[src/sv/tsa_pkg.sv]
// Types and constants shared by the temperature sample averager modules.
// Depends on nothing else.
package tsa_pkg;

	localparam int TEMP_W = 15;
	localparam int CODE_W = 16;
	localparam int RUN_W  = 8;

	// Conversion: ((code * 17572) >> 16) - 4685 centidegrees.
	localparam logic [14:0] CONV_MULT   = 15'd17572;
	localparam logic [15:0] CONV_OFFSET = 16'd4685;

	// Average reported when a run is aborted: -1.00 degrees.
	localparam logic signed [TEMP_W-1:0] FAIL_AVERAGE = -15'sd100;

	// Register indexes of the configuration port.
	localparam logic REG_ERROR_THRESHOLD = 1'b0;
	localparam logic REG_MAX_ERRORS      = 1'b1;

	typedef struct packed {
		logic signed [TEMP_W-1:0] error_threshold;
		logic [RUN_W-1:0]         max_errors;
	} cfg_t;

	// One classified reading as it waits in the queue.
	typedef struct packed {
		logic signed [TEMP_W-1:0] reading;
		logic                     is_error;
	} entry_t;

	// Handshake between the queue and the back end.
	typedef struct packed {
		logic not_empty;
		logic full;
	} queue_status_t;

endpackage

[src/sv/tsa_front.sv]
// Front end: converts a raw sensor code to centidegrees and classifies it
// against the error threshold. Depends on tsa_pkg.
module tsa_front (
	input  logic [tsa_pkg::CODE_W-1:0] raw_code,
	input  tsa_pkg::cfg_t              cfg,
	output tsa_pkg::entry_t            entry
);

	logic [30:0]                       product;
	logic [14:0]                       scaled;
	logic signed [15:0]                centi;

	assign product = 31'(raw_code) * 31'(tsa_pkg::CONV_MULT);
	assign scaled  = product[30:16];
	assign centi   = $signed({1'b0, scaled}) - $signed(tsa_pkg::CONV_OFFSET);

	// A part-select is unsigned, so the reading is re-signed before the compare.
	assign entry.reading  = centi[tsa_pkg::TEMP_W-1:0];
	assign entry.is_error = ($signed(centi[tsa_pkg::TEMP_W-1:0]) >= cfg.error_threshold);

endmodule

[src/sv/tsa_queue.sv]
// Four-entry queue between the front and back ends of the averager.
// Depends on tsa_pkg.
module tsa_queue (
	input  logic                    clk,
	input  logic                    arst_n,
	input  logic                    push,
	input  tsa_pkg::entry_t         push_entry,
	input  logic                    pop,
	output tsa_pkg::entry_t         head,
	output tsa_pkg::queue_status_t  status
);

	localparam int DEPTH = 4;

	tsa_pkg::entry_t                mem_q [DEPTH];
	logic [1:0]                     wr_ptr_q;
	logic [1:0]                     rd_ptr_q;
	logic [2:0]                     count_q;

	always_ff @(posedge clk) begin
		if (push) begin
			mem_q[wr_ptr_q] <= push_entry;
		end
	end

	always_ff @(posedge clk or negedge arst_n) begin
		if (!arst_n) begin
			wr_ptr_q <= '0;
			rd_ptr_q <= '0;
			count_q  <= '0;
		end else begin
			if (push) begin
				wr_ptr_q <= wr_ptr_q + 2'd1;
			end
			if (pop) begin
				rd_ptr_q <= rd_ptr_q + 2'd1;
			end
			unique case ({push, pop})
				2'b10:   count_q <= count_q + 3'd1;
				2'b01:   count_q <= count_q - 3'd1;
				default: count_q <= count_q;
			endcase
		end
	end

	assign head             = mem_q[rd_ptr_q];
	assign status.not_empty = (count_q != 3'd0);
	assign status.full      = (count_q == 3'(DEPTH));

endmodule

[src/sv/tsa_back.sv]
// Back end: accumulates good readings, counts error runs, and computes the
// mean through a reciprocal multiply in a two-stage result pipeline.
// Depends on tsa_pkg.
module tsa_back #(
	parameter int SAMPLE_COUNT = 8
) (
	input  logic                              clk,
	input  logic                              arst_n,
	input  tsa_pkg::cfg_t                     cfg,
	input  tsa_pkg::entry_t                   head,
	input  tsa_pkg::queue_status_t            status,
	output logic                              pop,
	output logic                              result_valid,
	input  logic                              result_stall,
	output logic signed [tsa_pkg::TEMP_W-1:0] average_temp,
	output logic                              success
);

	// Magnitude bound of the sum, and an exact reciprocal for |sum| < 2**MAG_W.
	localparam int MAG_W  = $clog2(SAMPLE_COUNT * 12887 + 1);
	localparam int SUM_W  = MAG_W + 1;
	localparam int CNT_W  = $clog2(SAMPLE_COUNT + 1);
	localparam int SHIFT  = MAG_W + $clog2(SAMPLE_COUNT);
	localparam int PROD_W = MAG_W + SHIFT + 1;
	localparam logic [SHIFT:0] RECIP =
		(SHIFT+1)'(((longint'(1) << SHIFT) + longint'(SAMPLE_COUNT) - 1) / SAMPLE_COUNT);

	logic signed [SUM_W-1:0]     sum_q;
	logic [CNT_W-1:0]            count_q;
	logic [tsa_pkg::RUN_W-1:0]   run_q;

	logic                        valid_s1;
	logic                        ok_s1;
	logic                        neg_s1;
	logic [MAG_W-1:0]            mag_s1;

	logic                        advance;
	logic signed [SUM_W-1:0]     sum_n;
	logic [CNT_W-1:0]            count_n;
	logic [tsa_pkg::RUN_W-1:0]   run_n;
	logic signed [SUM_W-1:0]     sum_abs;
	logic [PROD_W-1:0]           product;
	logic [tsa_pkg::TEMP_W-1:0]  quotient;

	assign advance = !result_valid || !result_stall;
	assign pop     = advance && status.not_empty;

	assign sum_n   = sum_q + SUM_W'(head.reading);
	assign count_n = count_q + CNT_W'(1);
	assign run_n   = (run_q == '1) ? run_q : run_q + tsa_pkg::RUN_W'(1);
	assign sum_abs = sum_n[SUM_W-1] ? -sum_n : sum_n;

	always_ff @(posedge clk or negedge arst_n) begin
		if (!arst_n) begin
			sum_q    <= '0;
			count_q  <= '0;
			run_q    <= '0;
			valid_s1 <= 1'b0;
		end else if (advance) begin
			valid_s1 <= 1'b0;
			if (pop) begin
				if (head.is_error) begin
					// A limit of zero behaves as one, since run_n is at least one.
					if (run_n >= cfg.max_errors) begin
						valid_s1 <= 1'b1;
						sum_q    <= '0;
						count_q  <= '0;
						run_q    <= '0;
					end else begin
						run_q <= run_n;
					end
				end else if (count_n == CNT_W'(SAMPLE_COUNT)) begin
					valid_s1 <= 1'b1;
					sum_q    <= '0;
					count_q  <= '0;
					run_q    <= '0;
				end else begin
					sum_q   <= sum_n;
					count_q <= count_n;
					run_q   <= '0;
				end
			end
		end
	end

	always_ff @(posedge clk) begin
		if (advance && pop) begin
			ok_s1  <= !head.is_error;
			neg_s1 <= sum_n[SUM_W-1];
			mag_s1 <= sum_abs[MAG_W-1:0];
		end
	end

	// Truncating division of the magnitude; the sign is applied afterwards,
	// which rounds toward zero.
	assign product  = PROD_W'(mag_s1) * PROD_W'(RECIP);
	assign quotient = product[SHIFT +: tsa_pkg::TEMP_W];

	always_ff @(posedge clk or negedge arst_n) begin
		if (!arst_n) begin
			result_valid <= 1'b0;
		end else if (advance) begin
			result_valid <= valid_s1;
		end
	end

	always_ff @(posedge clk) begin
		if (advance && valid_s1) begin
			success <= ok_s1;
			if (ok_s1) begin
				average_temp <= neg_s1 ? $signed(-quotient) : $signed(quotient);
			end else begin
				average_temp <= tsa_pkg::FAIL_AVERAGE;
			end
		end
	end

endmodule

[src/sv/temp_sample_averager_unit.sv]
// Temperature sample averager. A sample transaction is taken in every cycle in
// which the four-entry queue behind the converter has room; sample_stall rises
// only when that queue is full. Each sample leaves the queue in the cycle after
// it is taken while the result side moves; a result passes the s1 stage and the
// result register after the sample that ends a run, and results can follow at
// up to one per cycle while result_stall is low. A run ends with the mean of
// SAMPLE_COUNT good readings or with -100 and success low after max_errors
// rejected readings in a row. Configuration writes are always accepted.
// Depends on tsa_pkg, tsa_front, tsa_queue and tsa_back.
module temp_sample_averager_unit #(
	parameter int SAMPLE_COUNT = 8
) (
	input  logic                              clk,
	input  logic                              arst_n,
	input  logic                              sample_valid,
	output logic                              sample_stall,
	input  logic [tsa_pkg::CODE_W-1:0]        raw_code,
	output logic                              result_valid,
	input  logic                              result_stall,
	output logic signed [tsa_pkg::TEMP_W-1:0] average_temp,
	output logic                              success,
	input  logic                              cfg_valid,
	output logic                              cfg_ready,
	input  logic                              cfg_index,
	input  logic [tsa_pkg::TEMP_W-1:0]        cfg_data
);

	tsa_pkg::cfg_t           cfg_q;
	tsa_pkg::entry_t         front_entry;
	tsa_pkg::entry_t         head;
	tsa_pkg::queue_status_t  status;
	logic                    push;
	logic                    pop;

	assign cfg_ready = 1'b1;

	always_ff @(posedge clk or negedge arst_n) begin
		if (!arst_n) begin
			cfg_q.error_threshold <= 15'sd12800;
			cfg_q.max_errors      <= 8'd5;
		end else if (cfg_valid) begin
			unique case (cfg_index)
				tsa_pkg::REG_ERROR_THRESHOLD: cfg_q.error_threshold <= $signed(cfg_data);
				tsa_pkg::REG_MAX_ERRORS:      cfg_q.max_errors <= cfg_data[tsa_pkg::RUN_W-1:0];
				default:                      cfg_q <= cfg_q;
			endcase
		end
	end

	assign sample_stall = status.full;
	assign push         = sample_valid && !status.full;

	tsa_front u_front (
		.raw_code (raw_code),
		.cfg      (cfg_q),
		.entry    (front_entry)
	);

	tsa_queue u_queue (
		.clk        (clk),
		.arst_n     (arst_n),
		.push       (push),
		.push_entry (front_entry),
		.pop        (pop),
		.head       (head),
		.status     (status)
	);

	tsa_back #(
		.SAMPLE_COUNT (SAMPLE_COUNT)
	) u_back (
		.clk          (clk),
		.arst_n       (arst_n),
		.cfg          (cfg_q),
		.head         (head),
		.status       (status),
		.pop          (pop),
		.result_valid (result_valid),
		.result_stall (result_stall),
		.average_temp (average_temp),
		.success      (success)
	);

endmodule

[config.mk]
export PLATFORM = sky130hd
export DESIGN_NAME = temp_sample_averager_unit
export DESIGN_NICKNAME = d
export VERILOG_FILES = /design/src/sv/tsa_pkg.sv /design/src/sv/tsa_front.sv /design/src/sv/tsa_queue.sv /design/src/sv/tsa_back.sv /design/src/sv/temp_sample_averager_unit.sv
export SDC_FILE = /design/constraint.sdc
export NUM_CORES = 1
export LEC_CHECK = 0
export BUFFER_PORTS_ARGS = -buffer_cell sky130_fd_sc_hd__buf_2
export CELL_PAD_IN_SITES_DETAIL_PLACEMENT = 1
export CELL_PAD_IN_SITES_GLOBAL_PLACEMENT = 1
export CORE_MARGIN = 8
export CORE_UTILIZATION = 51
export CTS_CLUSTER_SIZE = 14
export DETAILED_ROUTE_END_ITERATION = 10
export PLACE_DENSITY = 0.78
export SKIP_CTS_REPAIR_TIMING = 1
export SLEW_MARGIN = 10
export SYNTH_ARGS = -nofsm -noshare
export SYNTH_HDL_FRONTEND = slang
export SYNTH_SLANG_ARGS = --single-unit
[constraint.sdc]
create_clock -name clk -period 6.95 [get_ports clk]
set_input_delay 0.3475 -clock clk [delete_from_list [all_inputs] [get_ports clk]]
set_output_delay 0.3475 -clock clk [all_outputs]
set_load 0.01 [all_outputs]
After elaboration in Yosys (flattened, before gate mapping)
Memories as Yosys holds them, arrays and structs flattened.
Index checks and enable logic that the tools add are counted.
{"block": "word_totals", "inputBits": 37, "regBits": 97, "wordCells": 69, "ram_bits": 64, "memories": 1}
{"memory": "u_queue.mem_q", "words": 4, "width": 16, "read_ports": 1, "rd_ports_with_merged_regs": 0, "wr": 1, "line_no": "tsa_queue.sv:15", "source": "tsa_pkg::entry_t mem_q [DEPTH];"}
{"block": "op_classes", "add_sub_neg": 10, "muxes": 18, "reduce_logical": 15, "multipliers": 1, "eq_ne": 6, "order_cmp": 2, "bitwise_logic": 1}
{"op": "two-way mux 18 bit", "count": 3}
{"op": "multiplier 16 x 13 -> 29 bit, second input constant", "count": 1}
{"op": "two-way mux 8 bit", "count": 3}
{"op": "adder 18 x 15 -> 18 bit", "count": 1}
{"op": "two-way mux 17 bit", "count": 1}
{"op": "negation 17 bit", "count": 1}
{"op": "greater-or-equal comparator 15 bit", "count": 1}
{"op": "two-way mux 15 bit", "count": 1}
{"op": "negation 14 -> 15 bit", "count": 1}
{"op": "subtractor 15 x 13 -> 15 bit, second input constant", "count": 1}
{"op": "two-way mux 4 bit", "count": 3}
{"op": "adder 8 x 1 -> 8 bit, second input constant", "count": 1}
{"op": "== test 8 bit, second input constant", "count": 1}
{"op": "greater-or-equal comparator 8 bit", "count": 1}
{"op": "two-way mux 1 bit", "count": 6}
{"op": "case mux 3 bit (2 select lines)", "count": 1}
{"op": "AND reduction 2 bit", "count": 3}
{"op": "adder 2 x 1 -> 2 bit, second input constant", "count": 2}
{"op": "adder 4 x 1 -> 4 bit, second input constant", "count": 1}
{"op": "== test 4 bit, second input constant", "count": 1}
{"op": "logical AND 1 bit", "count": 4}
{"op": "zero test 1 bit", "count": 4}
{"op": "adder 3 x 1 -> 3 bit, second input constant", "count": 1}
{"op": "== test 3 bit, second input constant", "count": 1}
{"op": "other kinds (9)", "count": 9}

Depth between registers and ports, before layout
Gate-level depths: netlist (run 1).
{"block": "depth", "depth_word": 6, "depth_mapped": 26}

By module
From an unflattened synthesis (run 1), not the netlist that was laid out.
{"block": "hier_totals", "hier_cells": 1005, "area_unflattened_um2": 11340.9}
{"mod": "tsa_back", "n_inst": 1, "cells_each": 430, "area_each_um2": 4212.8, "seq_area_each_um2": 1761.7}
{"mod": "tsa_front", "n_inst": 1, "cells_each": 402, "area_each_um2": 3445.8, "seq_area_each_um2": 0.0}
{"mod": "tsa_queue", "n_inst": 1, "cells_each": 120, "area_each_um2": 2750.1, "seq_area_each_um2": 2097.0}
{"mod": "temp_sample_averager_unit", "n_inst": 1, "cells_each": 53, "area_each_um2": 932.1, "seq_area_each_um2": 581.8}

Worst setup path before layout (run 1)
OpenSTA, ideal clock, no wires.
{"block": "synth_path", "kind": "input port to flip-flop", "from": "input port raw_code[2] in the netlist's numbering", "to": "memory u_queue.mem_q[0][0] in the netlist's numbering (data pin)", "t_arrival_ps": 5237, "path_slack_ps": 1449, "cell_stages": 23, "setup_ps": 264, "path_buffers": 0, "required_time_ps": 6686, "path_cell_list": "ha_1 -> fa_1 -> fa_1 -> inv_1 -> fa_1 -> inv_1 -> ha_1 -> o21ai_0 -> a21oi_2 -> nor2_1 -> xnor2_1 -> ha_1 -> nand4b_1 -> a31oi_1 -> nor2_2 -> o21ai_0 -> a31oi_1 -> a211oi_1 -> ha_1 -> inv_1 -> nor4_1 -> o21ai_0 -> o21a_1"}
{"element": "from (decl)", "line_no": "temp_sample_averager_unit.sv:17", "source": "input logic [tsa_pkg::CODE_W-1:0] raw_code,"}
{"element": "to (decl)", "line_no": "tsa_queue.sv:15"}

==> results.tsv, run 1 <==
stage	metric	value	unit
global_route	globalRouteTotalUtil	0.2017	
hold_path	hp-class	primary input to async pin	
global_route	antenna_found_initial	0	
critical_path	crit_required	7.11	ns
clocking	h-tree-depth	4	
floorplanning	coreArea	21090	um2
synth	syn-instance-count	983	
route	vias_per_cell	5.615	
clocking	tritoncts	done	
critical_path	cp_max_fo	5	
sta	final.setup.tns	0	ns
route	avgRoutedWirePerCell	19.05	um
route	drt-initial-drc-count	238	
critical_path	crit_buf_inv	5	
final_layout	drive_gt1_frac	0.1475	
synth	async_reset_ff_frac	0.3924	
final_layout	final_common_cell	ha_1	
critical_path	slowest_delay	0.52	ns
clocking	insertion_delay	0.43	ns
sta	fin_ws	0.7415	ns
sta	finalWorstPathRequiredPeriod	6.208	ns
route	drt-pass1-iter-count	4	
synth	synth_ff_type	edfxtp_1	
sta	finalCritPeriodShare	0.8933	
global_route	grt_pass1_wl	42790	um
final_layout	area_growth	10.58	%
synth	synth_nets	1185	
synth	yosysUniqueCellTypes	82	
sta	drv_slew	0	
sta	rsz0062_at_grt	no	
sta	worst_pin_slew	1.085	ns
critical_path	crit_path_end_kind	flop	
route	ant_nets	0	
global_route	grt_max_degree	63	
floorplanning	fp-row-count	53	
clocking	clock_path_buffers	2	
floorplanning	die_h	162.7	um
clocking	clkSlewWorstSetupHoldPaths	0.07	ns
final_layout	nFillCells	2265	
critical_path	critical_path_arrival	6.37	ns
critical_path	rr_worst_depth	16	
run	cap_viol_max_count	0	
final_layout	n_antenna_cell	0	
route	vias	7445	
placed_design	gp_congestion	0.7663	
critical_path	cpMaxStageDelayCell	a211oi_1	
critical_path	rrSetupSlack	2.68	ns
sta	skew	0.01174	ns
critical_path	path_common_cell	ha_1	
synth	yosysTopAreaCell	edfxtp_1	
global_route	grt_pass1_vias	8491	
final_layout	final_cell_mix	ha_1, inv_1, nand2_1	
floorplanning	die_area	26470	um2
critical_path	criticalPathCategory	primary input to flop	
route	drt-total-wl	25260	um
global_route	gr-total-overflow	0	
placed_design	port_buffers	54	
critical_path	reg2reg_from	u_back.run_q[0]	
clocking	cts_root_buf	clkbuf_16	
status	outcome	complete, no violations	
placed_design	pre_cts_slack	0.3899	ns
synth	synth-simple-area-share	0.1108	
final_layout	nets	1240	
synth	synthTopCellsByArea	edfxtp_1, ha_1, dfrtp_1, fa_1, inv_1	
synth	yosys_warnings	0	
sta	relSlewSlack	0.2737	
floorplanning	start_util	0.5205	
clocking	cts_sinks	158	
critical_path	worstReg2RegEnd	u_back.count_q[0]	
synth	synthAdderAreaFrac	0.2109	
clocking	cts_made_buffers	17	
final_layout	final_cells	1326	
synth	synth-xor-area-share	0.05107	
placed_design	dp_hpwl	18960	um
sta	hold_viol_final	0	
critical_path	cp-startpoint	raw_code[8]	
critical_path	critPathTopFamily	adder cells	
placed_design	place_inst	1294	
synth	seq_area_frac_synth	0.4045	
synth	ys_ff_latch	158	
sta	fmaxAchievable	0.1611	GHz
sta	setup_viol	0	
floorplanning	io_pins	56	
synth	synth_top_family_by_area	adder cells	
critical_path	start_kind	primary input	
synth	syn_area_per_cell	11.17	um2
synth	synth_top_area_frac	0.2626	
synth	synth_edf_count	96	
synth	synth_compound_area_frac	0.1295	
synth	syn_area	10980	um2
route	drc	0	
synth	muxShareOfSynthArea	0.04776	
floorplanning	die_w	162.7	um
[per-stage QoR]
step	util	instance area, um2	hold slack, ns
6_report	0.5756	12140	0.1060
5_1_grt	0.5756	12140	0.1237
4_1_cts	0.5756	12140	0.1139
3_5_place_dp	0.5472	11540	0.4712
3_3_place_gp	0.5472	11540	0.4660
2_1_floorplan	-	10980	0.05191
[worst register-to-register path, cell delays in order (launching register included)]
cell	delay, ns
dfrtp_1	0.43
ha_1	0.21
and3_1	0.27
nand3_1	0.29
xnor2_1	0.31
ha_1	0.26
nand2b_1	0.14
a21o_1	0.18
a21o_1	0.17
a21o_1	0.17
a21o_1	0.17
a21o_1	0.17
a211o_1	0.32
o211ai_1	0.12
buf_4	0.41
nor2_1	0.22
mux2_2	0.31
[cells in the mapped netlist, types with 3 or more instances]
library cell	instances
nand4_1	5
a211oi_2	3
o211ai_2	4
xnor2_1	39
o21ai_0	50
clkbuf_1	15
a211o_1	3
fa_1	32
nor3_1	11
a211oi_1	8
a31oi_1	6
and4_1	6
dfstp_2	5
o21a_1	17
nand2_1	101
xor2_1	25
o2111ai_1	4
a21oi_2	4
nor2_1	32
a21o_1	17
and3_1	10
nor4_1	4
a22o_1	3
inv_1	103
a21oi_1	18
dfrtp_1	57
ha_1	133
nand4b_1	3
or3_1	3
mux2i_1	4
nand2b_1	8
mux4_2	16
o21bai_1	4
o21ai_1	4
mux2_2	11
edfxtp_1	96
buf_2	5
and2_1	13
o31ai_1	15
buf_1	3
nand3_1	13
nor2b_1	16
[state kept, by name (all words and copies together) (netlist names)]
| name | count |
|---|---|
| u_queue.rd_ptr_q | 2 |
| u_back.result_valid | 1 |
| u_back.neg_s1 | 1 |
| u_back.ok_s1 | 1 |
| u_back.run_q | 8 |
| u_back.sum_q | 18 |
| u_queue.mem_q | 64 |
| u_back.valid_s1 | 1 |
| u_back.success | 1 |
| u_queue.wr_ptr_q | 2 |
| u_back.count_q | 4 |
| cfg_q | 23 |
| u_back.average_temp | 15 |
| u_back.mag_s1 | 14 |
| u_queue.count_q | 3 |
[metal layers]
metal	track usage	part of all wire	routed length, um
met4	0.07006	0.020	507
met2	0.3851	0.55	13810
met3	0.02427	0.018	462
met5	0	0	0
met1	0.2259	0.41	10480
[area by class of cell]
| class | count | area (um2) | area share |
|---|---|---|---|
| timing repair buffer | 60 | 315.3 | 0.02598 |
| clock buffer | 17 | 425.4 | 0.03505 |
| clock inverter | 15 | 173.9 | 0.01433 |
| inverter | 104 | 395.4 | 0.03257 |
| multi-input combinational | 697 | 6043 | 0.4979 |
| sequential | 158 | 4441 | 0.3658 |
| tap | 275 | 344.1 | 0.02835 |
[worst max-delay path by stage]
stage | to | cells past startpoint
global placement | u_queue.mem_q[0][0] | 25
CTS | u_queue.mem_q[0][0] | 25
global route | u_queue.mem_q[3][0] | 25
detailed placement | u_queue.mem_q[0][0] | 25
finish | u_queue.mem_q[2][0] | 25
floorplan | u_queue.mem_q[0][0] | 23
[kinds of logic after synthesis]
logic type / after synthesis
flops: 158
simple gates: 240
mux: 31
compound gates: 195
xor+xnor: 64
fa+ha+maj: 166
other cells: 1
buf+inv: 128
Power of run 1 is left out: the tool's default activity adds up to more than one toggle a clock period on the data nets, which glitch-free logic cannot reach.
==> inputs of run 2 (changes only) <==
ABC_CLOCK_PERIOD_IN_PS = 6950   (was unset)
PLACE_DENSITY = 0.93   (was 0.78)
==> results.tsv, run 2 (synthesis results as in run 1) <==
stage	metric	value	unit	change
sta	setup_viol	0		unchanged
sta	finalWorstPathRequiredPeriod	6.487	ns	+0.2788 ns
clocking	cts_made_buffers	17		unchanged
sta	rsz0062_at_grt	no		
final_layout	area_growth	10.77	%	
critical_path	path_common_cell	ha_1		
sta	skew	0.01185	ns	+0.0001125 ns
route	drt-total-wl	29860	um	+18%
route	vias	8027		+7.8%
final_layout	multiInputGateArea	6043	um2	unchanged
floorplanning	coreArea	21090	um2	unchanged
final_layout	reg.largest.list	u_queue.mem_q x64, cfg_q x23, u_back.sum_q x18		
floorplanning	fp-row-count	53		unchanged
critical_path	critical_path_arrival	6.66	ns	+0.29 ns
critical_path	start_kind	primary input		
global_route	grt_max_degree	63		unchanged
final_layout	final_cell_mix	ha_1, inv_1, nand2_1		
final_layout	final_common_cell	ha_1		
run	cap_viol_max_count	0		unchanged
critical_path	slowest_delay	0.63	ns	+0.11 ns
placed_design	dp_hpwl	21600	um	+14%
route	ant_nets	0		unchanged
floorplanning	start_util	0.5205		unchanged
sta	relSlewSlack	0.2426		-0.03116
clocking	clock_path_buffers	2		unchanged
critical_path	cpMaxStageDelayCell	a211oi_1		
floorplanning	die_w	162.7	um	unchanged
final_layout	nets	1239		-0.081%
clocking	h-tree-depth	4		unchanged
clocking	clkSlewWorstSetupHoldPaths	0.07	ns	about the same
hold_path	hp-class	primary input to async pin		
global_route	grt_pass1_wl	49120	um	+15%
global_route	globalRouteTotalUtil	0.2365		+0.03485
clocking	tritoncts	done		
sta	drv_slew	0		unchanged
floorplanning	io_pins	56		unchanged
sta	fmaxAchievable	0.1541	GHz	-4.3%
route	drt-pass1-iter-count	5		+1
global_route	gr-total-overflow	0		unchanged
final_layout	drive_gt1_frac	0.1476		about the same
final_layout	largest_register_ffs	64		unchanged
route	avgRoutedWirePerCell	22.54	um	+18%
sta	finalCritPeriodShare	0.9334		+0.04011
sta	final.setup.tns	0	ns	unchanged
final_layout	n_antenna_cell	0		unchanged
route	drt-initial-drc-count	521		+120%
floorplanning	die_area	26470	um2	unchanged
final_layout	regMostFlops	u_queue.mem_q		
critical_path	crit_path_end_kind	flop		
global_route	grt_pass1_vias	9139		+7.6%
critical_path	criticalPathCategory	primary input to flop		
status	outcome	complete, no violations		
placed_design	gp_congestion	0.8148		+6.3%
clocking	cts_root_buf	clkbuf_16		
route	drc	0		unchanged
clocking	cts_sinks	158		unchanged
placed_design	port_buffers	54		unchanged
final_layout	nFillCells	2250		-0.66%
critical_path	crit_required	7.13	ns	+0.02 ns
final_layout	seq_area	4441	um2	unchanged
sta	worst_pin_slew	1.136	ns	+0.05165 ns
floorplanning	die_h	162.7	um	unchanged
clocking	insertion_delay	0.44	ns	about the same
global_route	antenna_found_initial	0		unchanged
route	vias_per_cell	6.058		+7.9%
sta	hold_viol_final	0		unchanged
critical_path	cp_max_fo	5		unchanged
run 2: changes by cell type in the layout (fill, tap and decap cells not counted):
| cell | change |
|---|---|
| inv_6 | -1 |
| clkbuf_8 | +1 |
| clkinv_1 | -1 |
| clkinv_2 | +1 |
| bufinv_16 | -1 |
| clkbuf_16 | +3 |
| buf_4 | -1 |
| inv_8 | -2 |
run 2: routing by layer:
metal	wire length, um	share of wire	vias up	track usage
met5	0	0	-	0
met4	1342	0.045	0	0.1218
met3	1090	0.036	94	0.04120
met2	16180	0.54	216	0.4361
met1	11250	0.38	4083	0.2549
li1	-	-	3634	-
run 2: worst paths after layout:
check                      slack (ns)  cells after the start           startpoint                  end
min in group clk                 0.12                      3         cfg_data[11]            cfg_q[19]
max in group asynchronous        6.25                      2               arst_n  u_queue.wr_ptr_q[0]
setup / recovery                 0.46                     25          raw_code[8]  u_queue.mem_q[0][0]
hold / removal                   0.08                      2               arst_n             cfg_q[3]
setup reg to reg                 2.10                     14  u_queue.rd_ptr_q[0]    u_back.mag_s1[16]
hold reg to reg                  0.49                      1      u_back.valid_s1  u_back.result_valid
run 2: area by class of cell:
class	instances	area share
clock buffer	21	0.04229
multi-input combinational	697	0.4970
timing repair buffer	59	0.02531
inverter	104	0.03252
sequential	158	0.3652
clock inverter	11	0.009364
tap	275	0.02830
run 2: stage by stage:
| step | cells | instance area [um2] | setup WS [ns] | utilization | hold slack (ns) |
|---|---|---|---|---|---|
| CTS | 1325 | 12160 | 0.5926 | 0.5766 | 0.1105 |
| global placement | 1293 | 11530 | 0.7011 | 0.5468 | 0.4631 |
| global route | 1325 | 12160 | 0.1632 | 0.5766 | 0.1205 |
| detailed placement | 1293 | 11530 | 0.2126 | 0.5468 | 0.4798 |
| finish | 1325 | 12160 | 0.4628 | 0.5766 | 0.07895 |
| floorplan | 983 | 10980 | 1.449 | - | 0.05191 |
run 2: critical path, delay by kind of cell:
kind | cells | cell delay, ns
compound gates | 8 | 2.48
fa+ha+maj | 7 | 2.44
xor+xnor | 1 | 0.21
buf+inv | 5 | 0.48
simple gates | 4 | 0.71
Power of run 2 is left out for the same reason.
==> inputs of run 3 (changes only) <==
ABC_AREA = 1   (was unset)
ABC_CLOCK_PERIOD_IN_PS = 7190   (was 6950)
CORE_UTILIZATION = 48   (was 51)
clock period = 7.19 ns   (was 6.95 ns; I/O delays follow)
==> results.tsv, run 3 <==
stage	metric	value	unit	change
critical_path	crit_path_end_kind	flop		
route	vias	10350		+29%
critical_path	criticalPathCategory	primary input to flop		
global_route	grtUsageMet3	0.03964		-0.001560
route	drc	0		unchanged
final_layout	drive_gt1_frac	0.08779		-0.05983
synth	synth_top_area_frac	0.2422		-0.02038
hold_path	hp-class	primary input to async pin		
placed_design	dp_hpwl	27770	um	+29%
sta	fmaxAchievable	0.1712	GHz	
synth	yosysMostFrequentCell	nand2_1		
final_layout	final_area	13050	um2	+7.3%
run	cap_viol_max_count	0		unchanged
synth	yosysTopAreaCell	edfxtp_1		
floorplanning	die_w	173.5	um	+6.6%
synth	yosys_warnings	0		unchanged
route	drt-total-wl	36530	um	+22%
sta	relSlewSlack	0.2198		-0.02271
synth	synth_ff_type	edfxtp_1		
sta	holdWs	0.1259	ns	+0.04695 ns
route	avgRoutedWirePerCell	19.86	um	-12%
floorplanning	coreArea	24320	um2	+15%
critical_path	start_kind	primary input		
route	vias_per_cell	5.626		-7.1%
sta	finalCritPeriodShare	0.8122		
synth	synthTopCellsByCount	nand2_1, inv_1, ha_1, nor2_1, edfxtp_1		
synth	syn_area_per_cell	8.196	um2	-27%
placed_design	place_inst	1807		+40%
critical_path	reg2reg_from	u_back.run_q[0]		
critical_path	rrSetupSlack	2.11	ns	about the same
route	drt-initial-drc-count	672		+29%
global_route	globalRouteTotalUtil	0.2438		+0.007318
sta	drv_slew	0		unchanged
clocking	cts_made_buffers	17		unchanged
floorplanning	die_h	173.5	um	+6.6%
sta	worst_pin_slew	1.170	ns	+0.03406 ns
critical_path	worstReg2RegEnd	u_back.sum_q[2]		
final_layout	final_cells	1839		+39%
final_layout	final_common_cell	nand2_1		
critical_path	critical_path_arrival	6.00	ns	-0.66 ns
floorplanning	die_area	30090	um2	+14%
global_route	gr-total-overflow	0		unchanged
critical_path	cpMaxStageDelayCell	fa_1		
final_layout	largest_register_ffs	64		unchanged
synth	synthTopCellsByArea	edfxtp_1, ha_1, dfrtp_1, nand2_1, inv_1		
synth	synth_nets	1654		+40%
critical_path	slowest_delay	0.55	ns	-0.08 ns
critical_path	crit_required	7.35	ns	+0.22 ns
final_layout	n_antenna_cell	0		unchanged
global_route	use_met1	0.2365		-0.01846
sta	skew	0.006588	ns	-0.005260 ns
global_route	use_met2	0.4681		+0.03208
final_layout	nets	1704		+38%
synth	syn-instance-count	1452		+48%
placed_design	gp_congestion	0.9175		+13%
sta	setup_viol	0		unchanged
clocking	clkSlewWorstSetupHoldPaths	0.06	ns	about the same
sta	hold_viol_final	0		unchanged
floorplanning	fp-row-count	57		+7.5%
sta	finalWorstPathRequiredPeriod	5.840	ns	
synth	yosysUniqueCellTypes	46		-44%
synth	seq_area_frac_synth	0.3731		-0.03139
synth	ys_ff_latch	158		unchanged
synth	async_reset_ff_frac	0.3924		unchanged
global_route	grt_pass1_vias	11640		+27%
clocking	cts_root_buf	clkbuf_16		
synth	synth_edf_count	96		unchanged
placed_design	place_area	12510	um2	+8.5%
status	outcome	complete, no violations		
sta	final.setup.tns	0	ns	unchanged
final_layout	area_growth	9.662	%	
placed_design	port_buffers	54		unchanged
clocking	h-tree-depth	4		unchanged
final_layout	regMostFlops	u_queue.mem_q		
route	drt-pass1-iter-count	5		unchanged
critical_path	rr_worst_depth	18		+4
global_route	grt_pass1_wl	58600	um	+19%
floorplanning	start_util	0.4893		-0.03120
global_route	grt_max_degree	63		unchanged
global_route	antenna_found_initial	0		unchanged
final_layout	final_cell_mix	nand2_1, inv_1, ha_1		
synth	syn_area	11900	um2	+8.4%
clocking	clock_path_buffers	2		unchanged
clocking	tritoncts	done		
global_route	busiest_layer	met2		
final_layout	reg.largest.list	u_queue.mem_q x64, cfg_q x23, u_back.sum_q x18		
critical_path	cp_max_fo	5		unchanged
floorplanning	io_pins	56		unchanged
clocking	cts_sinks	158		unchanged
route	ant_nets	0		unchanged
clocking	insertion_delay	0.44	ns	about the same
sta	rsz0062_at_grt	no		
run 3: how the worst max path moves through the flow:
stage	slack, ns	depth (start not counted)	from	end
CTS	1.37	31	raw_code[2]	u_queue.mem_q[2][0]
global route	1.05	32	raw_code[2]	u_queue.mem_q[0][0]
detailed placement	0.95	32	raw_code[2]	u_queue.mem_q[2][0]
finish	1.35	31	raw_code[2]	u_queue.mem_q[2][0]
global placement	1.21	29	raw_code[2]	u_queue.mem_q[2][0]
floorplan	1.96	28	raw_code[2]	u_queue.mem_q[0][0]
run 3: kinds of logic (layout without fill, tap and decap cells):
group / count (synthesis) / after routing / synth area share
compound gates: 191 / 191 / 0.08685
flops: 158 / 158 / 0.3731
buf+inv: 276 / 339 / 0.08800
xor+xnor: 40 / 40 / 0.03606
simple gates: 621 / 621 / 0.2220
other cells: 1 / 1 / 0.0003151
fa+ha+maj: 165 / 165 / 0.1937
run 3: critical path: cells and delay by family:
family	cells	cell delay, ns
buffers and inverters	7	0.59
AND/OR/NAND/NOR	17	2.12
adder cells (fa/ha/maj)	7	2.91
run 3: through the flow:
stage	setup slack (ns)	util
floorplan	1.963	-
global placement	1.212	0.5144
detailed placement	0.9469	0.5144
CTS	1.372	0.5365
global route	1.048	0.5366
finish	1.350	0.5366
run 3: area by class of cell:
cell class                      instances  area [um2]
Timing Repair Buffer                   56       285.3
Clock buffer                           23       479.2
Fill cell                            2947       11270
Multi-Input combinational cell       1018        6440
Sequential cell                       158        4441
Inverter                              251       942.2
Tap cell                              324       405.4
Clock inverter                          9       57.56
run 3: routing by layer:
layer	wire length [um]	share of wire
met1	13470	0.37
met2	19590	0.54
met3	1173	0.032
met4	2297	0.063
met5	0	0
Power of run 3 is left out for the same reason.
